$ cat src/sv/cse_pkg.sv
`timescale 1ns / 1ps
// Shared types, widths and reset constants for the charge state estimator.
// No dependencies; every other file of the block refers to this package.
package cse_pkg;

    localparam int MV_W      = 13;
    localparam int THR_W     = 8;
    localparam int CNT_W     = 4;
    localparam int EMA_SHIFT = 3;

    typedef logic [MV_W-1:0]  mv_t;
    typedef logic [THR_W-1:0] thr_t;
    typedef logic [CNT_W-1:0] cnt_t;

    localparam thr_t CLIMB_RESET   = thr_t'(10);
    localparam mv_t  FULL_RESET    = mv_t'(4190);
    localparam thr_t DROP_RESET    = thr_t'(6);
    localparam cnt_t CONFIRM_RESET = cnt_t'(3);

    typedef enum logic [1:0] {
        CFG_CLIMB   = 2'd0,
        CFG_FULL    = 2'd1,
        CFG_DROP    = 2'd2,
        CFG_CONFIRM = 2'd3
    } cfg_idx_t;

    typedef enum logic [1:0] {
        ST_IDLE     = 2'd0,
        ST_CHARGING = 2'd1,
        ST_FULL     = 2'd2
    } state_t;

    typedef struct packed {
        thr_t climb;
        mv_t  full;
        thr_t drop;
        cnt_t confirm;
    } cfg_t;

    typedef struct packed {
        mv_t    smoothed;
        mv_t    anchor;
        state_t state;
        cnt_t   agree;
    } est_t;

endpackage

$ cat src/sv/cse_update.sv
`timescale 1ns / 1ps
// Combinational update of the estimator for one sample: average, state rules
// and confirmation counter. Depends on cse_pkg.
module cse_update
(
    input  cse_pkg::mv_t  sample,
    input  cse_pkg::est_t cur,
    input  cse_pkg::cfg_t cfg,
    output cse_pkg::est_t nxt,
    output logic          changed
);

    cse_pkg::mv_t     ema;
    cse_pkg::mv_t     diff;
    logic [cse_pkg::MV_W:0] climb_level;
    logic [cse_pkg::MV_W:0] drop_level;
    cse_pkg::state_t  target;
    cse_pkg::cnt_t    agree_inc;

    always_comb
    begin
        if (sample >= cur.smoothed)
        begin
            diff = sample - cur.smoothed;
            ema  = cur.smoothed + (diff >> cse_pkg::EMA_SHIFT);
        end
        else
        begin
            diff = cur.smoothed - sample;
            ema  = cur.smoothed - (diff >> cse_pkg::EMA_SHIFT);
        end
    end

    assign climb_level = {1'b0, cur.anchor} + {{(cse_pkg::MV_W - cse_pkg::THR_W + 1){1'b0}}, cfg.climb};
    assign drop_level  = {1'b0, ema} + {{(cse_pkg::MV_W - cse_pkg::THR_W + 1){1'b0}}, cfg.drop};
    assign agree_inc   = cur.agree + cse_pkg::cnt_t'(1);

    always_comb
    begin
        nxt     = cur;
        changed = 1'b0;
        target  = cur.state;
        if (cur.smoothed == '0)
        begin
            nxt.smoothed = sample;
            nxt.anchor   = sample;
        end
        else
        begin
            nxt.smoothed = ema;
            unique case (cur.state)
                cse_pkg::ST_IDLE:
                begin
                    if ({1'b0, ema} >= climb_level)
                    begin
                        target = cse_pkg::ST_CHARGING;
                    end
                    else if (ema < cur.anchor)
                    begin
                        nxt.anchor = ema;
                    end
                end
                cse_pkg::ST_CHARGING:
                begin
                    if (ema >= cfg.full)
                    begin
                        target = cse_pkg::ST_FULL;
                    end
                    else if (ema <= cur.anchor)
                    begin
                        target = cse_pkg::ST_IDLE;
                    end
                end
                cse_pkg::ST_FULL:
                begin
                    if (drop_level <= {1'b0, cfg.full})
                    begin
                        target = cse_pkg::ST_IDLE;
                    end
                end
                default:
                begin
                    target = cur.state;
                end
            endcase

            if (target == cur.state)
            begin
                nxt.agree = '0;
            end
            else
            begin
                nxt.agree = agree_inc;
                if ((agree_inc >= cfg.confirm) || (agree_inc == '0))
                begin
                    nxt.agree  = '0;
                    nxt.anchor = ema;
                    nxt.state  = target;
                    changed    = 1'b1;
                end
            end
        end
    end

endmodule

$ cat src/sv/charge_state_estimator_top.sv
`timescale 1ns / 1ps
// Top level of the charge state estimator: configuration registers, state
// registers and the result register. Depends on cse_pkg and cse_update.
// A sample's result is registered when the sample is transferred and held in
// the result register until it is taken. Throughput is one sample per cycle
// while out_ready is high; the result register is the only stage.
// Reset clears the estimator state, loads the default configuration and
// empties the result register.
module charge_state_estimator_top
(
    input  logic                 clk,
    input  logic                 rst_n,
    input  logic                 in_valid,
    output logic                 in_ready,
    input  cse_pkg::mv_t         sample_mv,
    output logic                 out_valid,
    input  logic                 out_ready,
    output logic [1:0]           charge_state,
    output logic                 changed,
    output logic [1:0]           previous_state,
    output cse_pkg::mv_t         smoothed_mv,
    input  logic                 cfg_valid,
    output logic                 cfg_ready,
    input  logic [1:0]           cfg_index,
    input  logic [cse_pkg::MV_W-1:0] cfg_data
);

    cse_pkg::cfg_t   cfg_reg;
    cse_pkg::est_t   est_reg;
    cse_pkg::est_t   est_next;
    logic            changed_next;
    logic            out_valid_reg;
    logic [1:0]      charge_state_reg;
    logic            changed_reg;
    logic [1:0]      previous_state_reg;
    cse_pkg::mv_t    smoothed_reg;
    logic            in_xfer;

    assign cfg_ready = 1'b1;
    assign in_ready  = !out_valid_reg || out_ready;
    assign in_xfer   = in_valid && in_ready;

    cse_update u_update
    (
        .sample  (sample_mv),
        .cur     (est_reg),
        .cfg     (cfg_reg),
        .nxt     (est_next),
        .changed (changed_next)
    );

    always_ff @(posedge clk or negedge rst_n)
    begin
        if (!rst_n)
        begin
            cfg_reg.climb   <= cse_pkg::CLIMB_RESET;
            cfg_reg.full    <= cse_pkg::FULL_RESET;
            cfg_reg.drop    <= cse_pkg::DROP_RESET;
            cfg_reg.confirm <= cse_pkg::CONFIRM_RESET;
        end
        else if (cfg_valid)
        begin
            unique case (cse_pkg::cfg_idx_t'(cfg_index))
                cse_pkg::CFG_CLIMB:   cfg_reg.climb   <= cfg_data[cse_pkg::THR_W-1:0];
                cse_pkg::CFG_FULL:    cfg_reg.full    <= cfg_data;
                cse_pkg::CFG_DROP:    cfg_reg.drop    <= cfg_data[cse_pkg::THR_W-1:0];
                cse_pkg::CFG_CONFIRM: cfg_reg.confirm <= cfg_data[cse_pkg::CNT_W-1:0];
                default:              cfg_reg         <= cfg_reg;
            endcase
        end
    end

    always_ff @(posedge clk or negedge rst_n)
    begin
        if (!rst_n)
        begin
            est_reg.smoothed <= '0;
            est_reg.anchor   <= '0;
            est_reg.state    <= cse_pkg::ST_IDLE;
            est_reg.agree    <= '0;
            out_valid_reg    <= 1'b0;
        end
        else
        begin
            if (in_xfer)
            begin
                est_reg       <= est_next;
                out_valid_reg <= 1'b1;
            end
            else if (out_ready)
            begin
                out_valid_reg <= 1'b0;
            end
        end
    end

    always_ff @(posedge clk)
    begin
        if (in_xfer)
        begin
            charge_state_reg   <= est_next.state;
            changed_reg        <= changed_next;
            previous_state_reg <= est_reg.state;
            smoothed_reg       <= est_next.smoothed;
        end
    end

    assign out_valid      = out_valid_reg;
    assign charge_state   = charge_state_reg;
    assign changed        = changed_reg;
    assign previous_state = previous_state_reg;
    assign smoothed_mv    = smoothed_reg;

    // An unseeded filter never leaves idle or counts disagreeing samples.
    a_unseeded_idle: assert property (@(posedge clk) disable iff (!rst_n)
        (est_reg.smoothed == '0) |-> (est_reg.state == cse_pkg::ST_IDLE && est_reg.agree == '0))
        else $error("unseeded filter with non-idle state or counter");

    a_changed_differs: assert property (@(posedge clk) disable iff (!rst_n)
        (out_valid_reg && changed_reg) |-> (charge_state_reg != previous_state_reg))
        else $error("committed change reports the same state");

    a_unchanged_same: assert property (@(posedge clk) disable iff (!rst_n)
        (out_valid_reg && !changed_reg) |-> (charge_state_reg == previous_state_reg))
        else $error("result without change reports a different previous state");

    a_commit_clears: assert property (@(posedge clk) disable iff (!rst_n)
        (in_xfer && changed_next) |=> (est_reg.agree == '0 && est_reg.anchor == est_reg.smoothed))
        else $error("commit did not clear the counter or reset the anchor");

endmodule
$ cat config.mk
export PLATFORM = sky130hd
export DESIGN_NAME = charge_state_estimator_top
export DESIGN_NICKNAME = d
export VERILOG_FILES = /design/src/sv/cse_pkg.sv /design/src/sv/cse_update.sv /design/src/sv/charge_state_estimator_top.sv
export SDC_FILE = /design/constraint.sdc
export NUM_CORES = 1
export LEC_CHECK = 0
export ABC_AREA = 0
export BUFFER_PORTS_ARGS = -buffer_cell sky130_fd_sc_hd__buf_2
export CORE_MARGIN = 2
export CORE_UTILIZATION = 45
export CTS_CLUSTER_DIAMETER = 40
export DETAILED_ROUTE_END_ITERATION = 10
export PLACE_DENSITY = 0.61
export SLEW_MARGIN = 20
export SYNTH_ARGS = -nofsm -noshare
export SYNTH_HDL_FRONTEND = slang
export SYNTH_SLANG_ARGS = --single-unit
$ cat constraint.sdc
create_clock -name clk -period 13.8 [get_ports clk]
set_input_delay 1.38 -clock clk [delete_from_list [all_inputs] [get_ports clk]]
set_output_delay 1.38 -clock clk [all_outputs]
set_load 0.02 [all_outputs]
* Word level (Yosys, flattened, before mapping)
Cells that the tools add are included.
** Storage, ports and cells
- Output and inout bits :: 21
- Register bits :: 84
- Input port bits :: 33
** Cells by class
- Reduce and logical (&&, ||, !) cells :: 15
- Bitwise gates (word level) :: 1
- Multiplexer cells :: 19
- $lt $le $gt $ge :: 7
- Add/sub/neg operators :: 7
- Equal/unequal tests :: 6
** Operator list (count)
- $mux 13 :: 5
- $add 13x8->14 :: 2
- $ge 13x13->1 :: 2
- $mux 26 :: 1
- $sub 13x13->13 :: 2
- $mux 19 :: 1
- $mux 15 :: 1
- $ge 13x14->1 :: 1
- $le 14x13->1 :: 1
- $add 13x10->13 :: 1
- $le 13x13->1 :: 1
- $logic_not 13->1 :: 1
- $lt 13x13->1 :: 1
- $sub 13x10->13 :: 1
- $mux 2 :: 5
- $reduce_and 2->1 :: 5
- $eq 2x2->1 const B :: 3
- $mux 6 :: 1
- $pmux 2 s3 :: 1
- $add 4x1->4 const B :: 1
- $eq 2x1->1 const B :: 2
- $ge 4x4->1 :: 1
- $logic_not 2->1 :: 2
- $logic_not 4->1 :: 1
- other kinds (9) :: 12

* Logic depth before layout (Yosys ltp)
- Word-level depth :: 11
- Mapped depth :: 36
- Gate-level depth less buffers :: 35

* By module
Synthesis repeated with hierarchy kept, for this count alone.
** Unflattened totals
- Cell total of the unflattened synthesis :: 844
- Area total of the unflattened synthesis :: 7977.7 um^2
** Modules (own cells, without submodules)
- cse_update :: area an instance 4936.0 um^2, instances 1, cells an instance 681
- charge_state_estimator_top :: area an instance 3041.7 um^2, instances 1, cells an instance 163

* Least setup slack after synthesis
OpenSTA, ideal clock, no wires.
- Path type :: in2reg
- Start :: input sample_mv[5]
- End :: register est_reg[17] (netlist name)
- Setup slack :: 6.207 ns
- Buffers on the path :: 2
- Stages :: 33
- Arrival :: 7.443 ns
- Library setup time :: 0.150 ns
- Path through :: inv_1 > ha_1 > buf_4 > and2_1 > nand2_1 > nor3_1 > nor4_1 > a21oi_1 > inv_1 > o41ai_1 > ha_1 > a21o_1 > a21oi_1 > xnor2_1 > ha_1 > o21ai_0 > nand2_1 > a21o_1 > a21o_1 > a21o_1 > a21oi_1 > nor4_1 > xnor2_1 > ha_1 > a21o_1 > a31oi_1 > a41oi_1 > a21oi_1 > o41a_1 > nand2_1 > a311oi_2 > buf_6 > o221ai_1
** Between the ends
- Word-level cells in the longest chain between the ends :: 11
** Ends and longest elaborated chain
- start, declared :: RTL line charge_state_estimator_top.sv:15 : input cse_pkg::mv_t sample_mv,
- $sub 13x13->13 (on tied branches) :: RTL line cse_update.sv:29, cse_update.sv:24
- $sub 13x10->13 / $add 13x10->13 (equally long branches) :: RTL line cse_update.sv:30, cse_update.sv:25
- $mux 13 * :: RTL line cse_update.sv:22 : if (sample >= cur.smoothed)
- $add 13x8->14, or another cell as far along :: RTL line cse_update.sv:35 : assign drop_level = {1'b0, ema} + {{(cse_pkg::MV_W - cse_pkg::THR_W + 1){1'b0}}, cfg.drop};
- $le 14x13->1, or another cell as far along :: RTL line cse_update.sv:76 : if (drop_level <= {1'b0, cfg.full})
- $mux 2, or another cell as far along :: RTL line cse_update.sv:76
- $pmux 2 s3 / $mux 13 (equally long branches) :: RTL line cse_update.sv:51 : unique case (cur.state)
- $mux 2 / $mux 13 (equally long branches) :: RTL line cse_update.sv:43 : if (cur.smoothed == '0)
- $eq 2x2->1 / $mux 19 (equally long branches) :: RTL line cse_update.sv:87, cse_update.sv:94
- $mux 15 * :: RTL line cse_update.sv:87 : if (target == cur.state)
- $mux 26 * :: RTL line cse_update.sv:43
- end signal, assigned :: RTL line charge_state_estimator_top.sv:87 : est_reg <= est_next;
- end, declared :: RTL line charge_state_estimator_top.sv:29 : cse_pkg::est_t est_reg;
Every way passes the cells marked *; elsewhere a longest branch is shown, timed or not. The select of a mux whose other input is x is not followed.
A chain may end at the register's enable or synchronous reset.

* Final worst setup path
- Start :: input sample_mv[6]
- End :: register est_reg[18] (netlist name)
Same word-level chain as after synthesis.

==> run metrics <==
Synth Cell Area 7716 um2; Critical Path Sink est_reg[18]; setup TNS 0 ns; setup bufs post-CTS 0; Required @ worst endpoint 13.98 ns; crit path time final 9.287 ns; clk_lat worst skew 0.36 ns; status complete, no violations; slowest stage delay, CP 0.89 ns; worst hold path type flop to flop; total global-route track usage 22.57%; synth top area cells ha_1, dfrtp_1, edfxtp_1, mux2_2, inv_1; most common cell in the synthesized netlist ha_1; synth warn 0; Final period util 67.29%; DRT iter0 DRCs 404; n_diodes 0; highest-delay cell along the critical path a311oi_2; vias after detailed routing 6312; Mapped Nets 995; Die Wd 134.9 um; Mapped Avg Cell Area 9.099 um2; CTS Root Cell clkbuf_16; vias in the first global route 5906; Final Cell Area 8486 um2; antenna-violating nets left 0; Final setup viols 0; R2R Path End est_reg[18]; critical path capture point type flop; placed inst area 8187 um2; cell count after placement 1104; clock skew 0.01337 ns; post-synth top area share 18.00%; Distinct cells, synth 79; fraction of layout cells with a size suffix above 1 16.22%; flop2flop setup slack 5.19 ns; setup ws final 4.513 ns; CP startpoint sample_mv[6]; die area 18210 um2; Max H-tree Level 3; CTS tree yes; final-layout fill cell count 1607; EDFF count, synth 18; NumNets Final 1042; starting density of the core 46.20%; CP arrival 9.46 ns; total grt overflow 0; Crit Path Class input port to flop; CP max FO 16; Yosys reg bits 84; Clock transition at path regs 0.07 ns; core area 16700 um2; Async S/R FF share, synth 78.57%; FP Rows 47; Cells after Synth 848; worst-margin pin slew 1.019 ns; RSZ-0062 raised after global routing false; Initial DRT Pass Iterations 5; Primary FF master, synth dfrtp_1; WL final 19720 um; Chip Height 134.9 um; final hold violation count 0; worst r2r path cells 29; initial antenna violation count 0; Max-Cap Viols 0; highest clock rate 107.7 MHz; CTS Buf Count 9; cts hold-fix bufs 0; Gates resized, CTS repair 0; DR DRC count 0; largest net degree at the start of global routing 67; sequential area share after synthesis 28.60%; Setup WS pre-CTS 4.255 ns; Clock Tree Buf Depth 2; P&R area growth vs syn 9.972%; RePlAce Congestion 0.9052; Final Slew Violations 0; Routed wire per std cell 17.61 um; crit start category input port; first-pass GRT wire length 32070 um; Post-DP HPWL 15320 um; post-DR vias/cell 5.636; CP dominant cell by count a21oi_1; max reg flops 33; largest area contributor in the netlist ha_1; Slew HR 32.05%; Reg-to-Reg Start est_reg[25]; Synth top cells by count ha_1, inv_1, nand2_1; IO Count 54; Non-Filler Instances 1120; Port-buffer cells 52; Sink Count 84
==> through the flow <==
stage	hold WS, ns	util, %
floorplan	0.4684	-
global placement	0.4881	49.02
detailed placement	0.4942	49.02
CTS	0.5090	50.79
global route	0.5288	50.81
finish	0.5051	50.81
==> layout make-up <==
type	instances	area (um2)	share of cell area [%]
Sequential cell	84	2207	26.01
Clock inverter	6	67.56	0.7962
Timing Repair Buffer	60	320.3	3.775
Multi-Input combinational cell	652	5056	59.58
Inverter	88	330.3	3.893
Clock buffer	10	229.0	2.698
Tap cell	220	275.3	3.244
==> metal layers <==
metal | vias to the layer above | share of wire [%] | global-route usage [%]
li1 | 3170 | - | -
met1 | 2986 | 51 | 34.39
met2 | 141 | 43 | 34.18
met3 | 15 | 4.5 | 3.266
met4 | 0 | 0.89 | 4.167
met5 | - | 0 | 0
==> worst max-delay path, delay by kind of cell <==
family	cells	cell delay [ns]
AOI/OAI and AO/OA	13	3.51
buffers and inverters	4	0.56
xor gates and xnor gates	2	0.86
and+or+nand+nor	8	1.64
adders and majority gates	4	1.49
==> how the worst min path moves through the flow <==
stage / from / to / slack (ns) / cells past startpoint
finish: cfg_reg[3] / cfg_reg[3] / 0.51 / 1
global route: cfg_reg[3] / cfg_reg[3] / 0.53 / 1
CTS: cfg_reg[20] / cfg_reg[20] / 0.51 / 1
detailed placement: cfg_reg[3] / cfg_reg[3] / 0.49 / 1
global placement: cfg_reg[3] / cfg_reg[3] / 0.49 / 1
floorplan: est_reg[3] / est_reg[3] / 0.47 / 2
==> cell usage in the layout, fill, tap and decap left out, types with 10 or more instances in the layout <==
cell,n
a21o_1,24
a21oi_1,56
buf_2,52
dfrtp_1,54
dfstp_2,12
edfxtp_1,18
ha_1,111
inv_1,86
mux2_2,41
nand2_1,77
nand2b_1,13
nand3_1,13
nand4_1,10
nor2_1,41
nor3_1,16
nor4_1,11
o21ai_0,44
o221a_1,11
xnor2_1,33
xor2_1,18
==> cell families (layout without fill, tap and decap cells) <==
group | Yosys count | in the layout | share of synthesized area [%]
compound gates | 220 | 220 | 19.70
fa+ha+maj | 114 | 114 | 18.78
other cells | 1 | 1 | 0.04860
simple gates | 216 | 216 | 13.90
xor+xnor | 51 | 51 | 5.789
flops | 84 | 84 | 28.60
mux | 50 | 50 | 7.216
buf+inv | 112 | 164 | 5.967
Power is not shown: default switching activity piles up to over one toggle a cycle in this logic, so the estimate is an artifact.
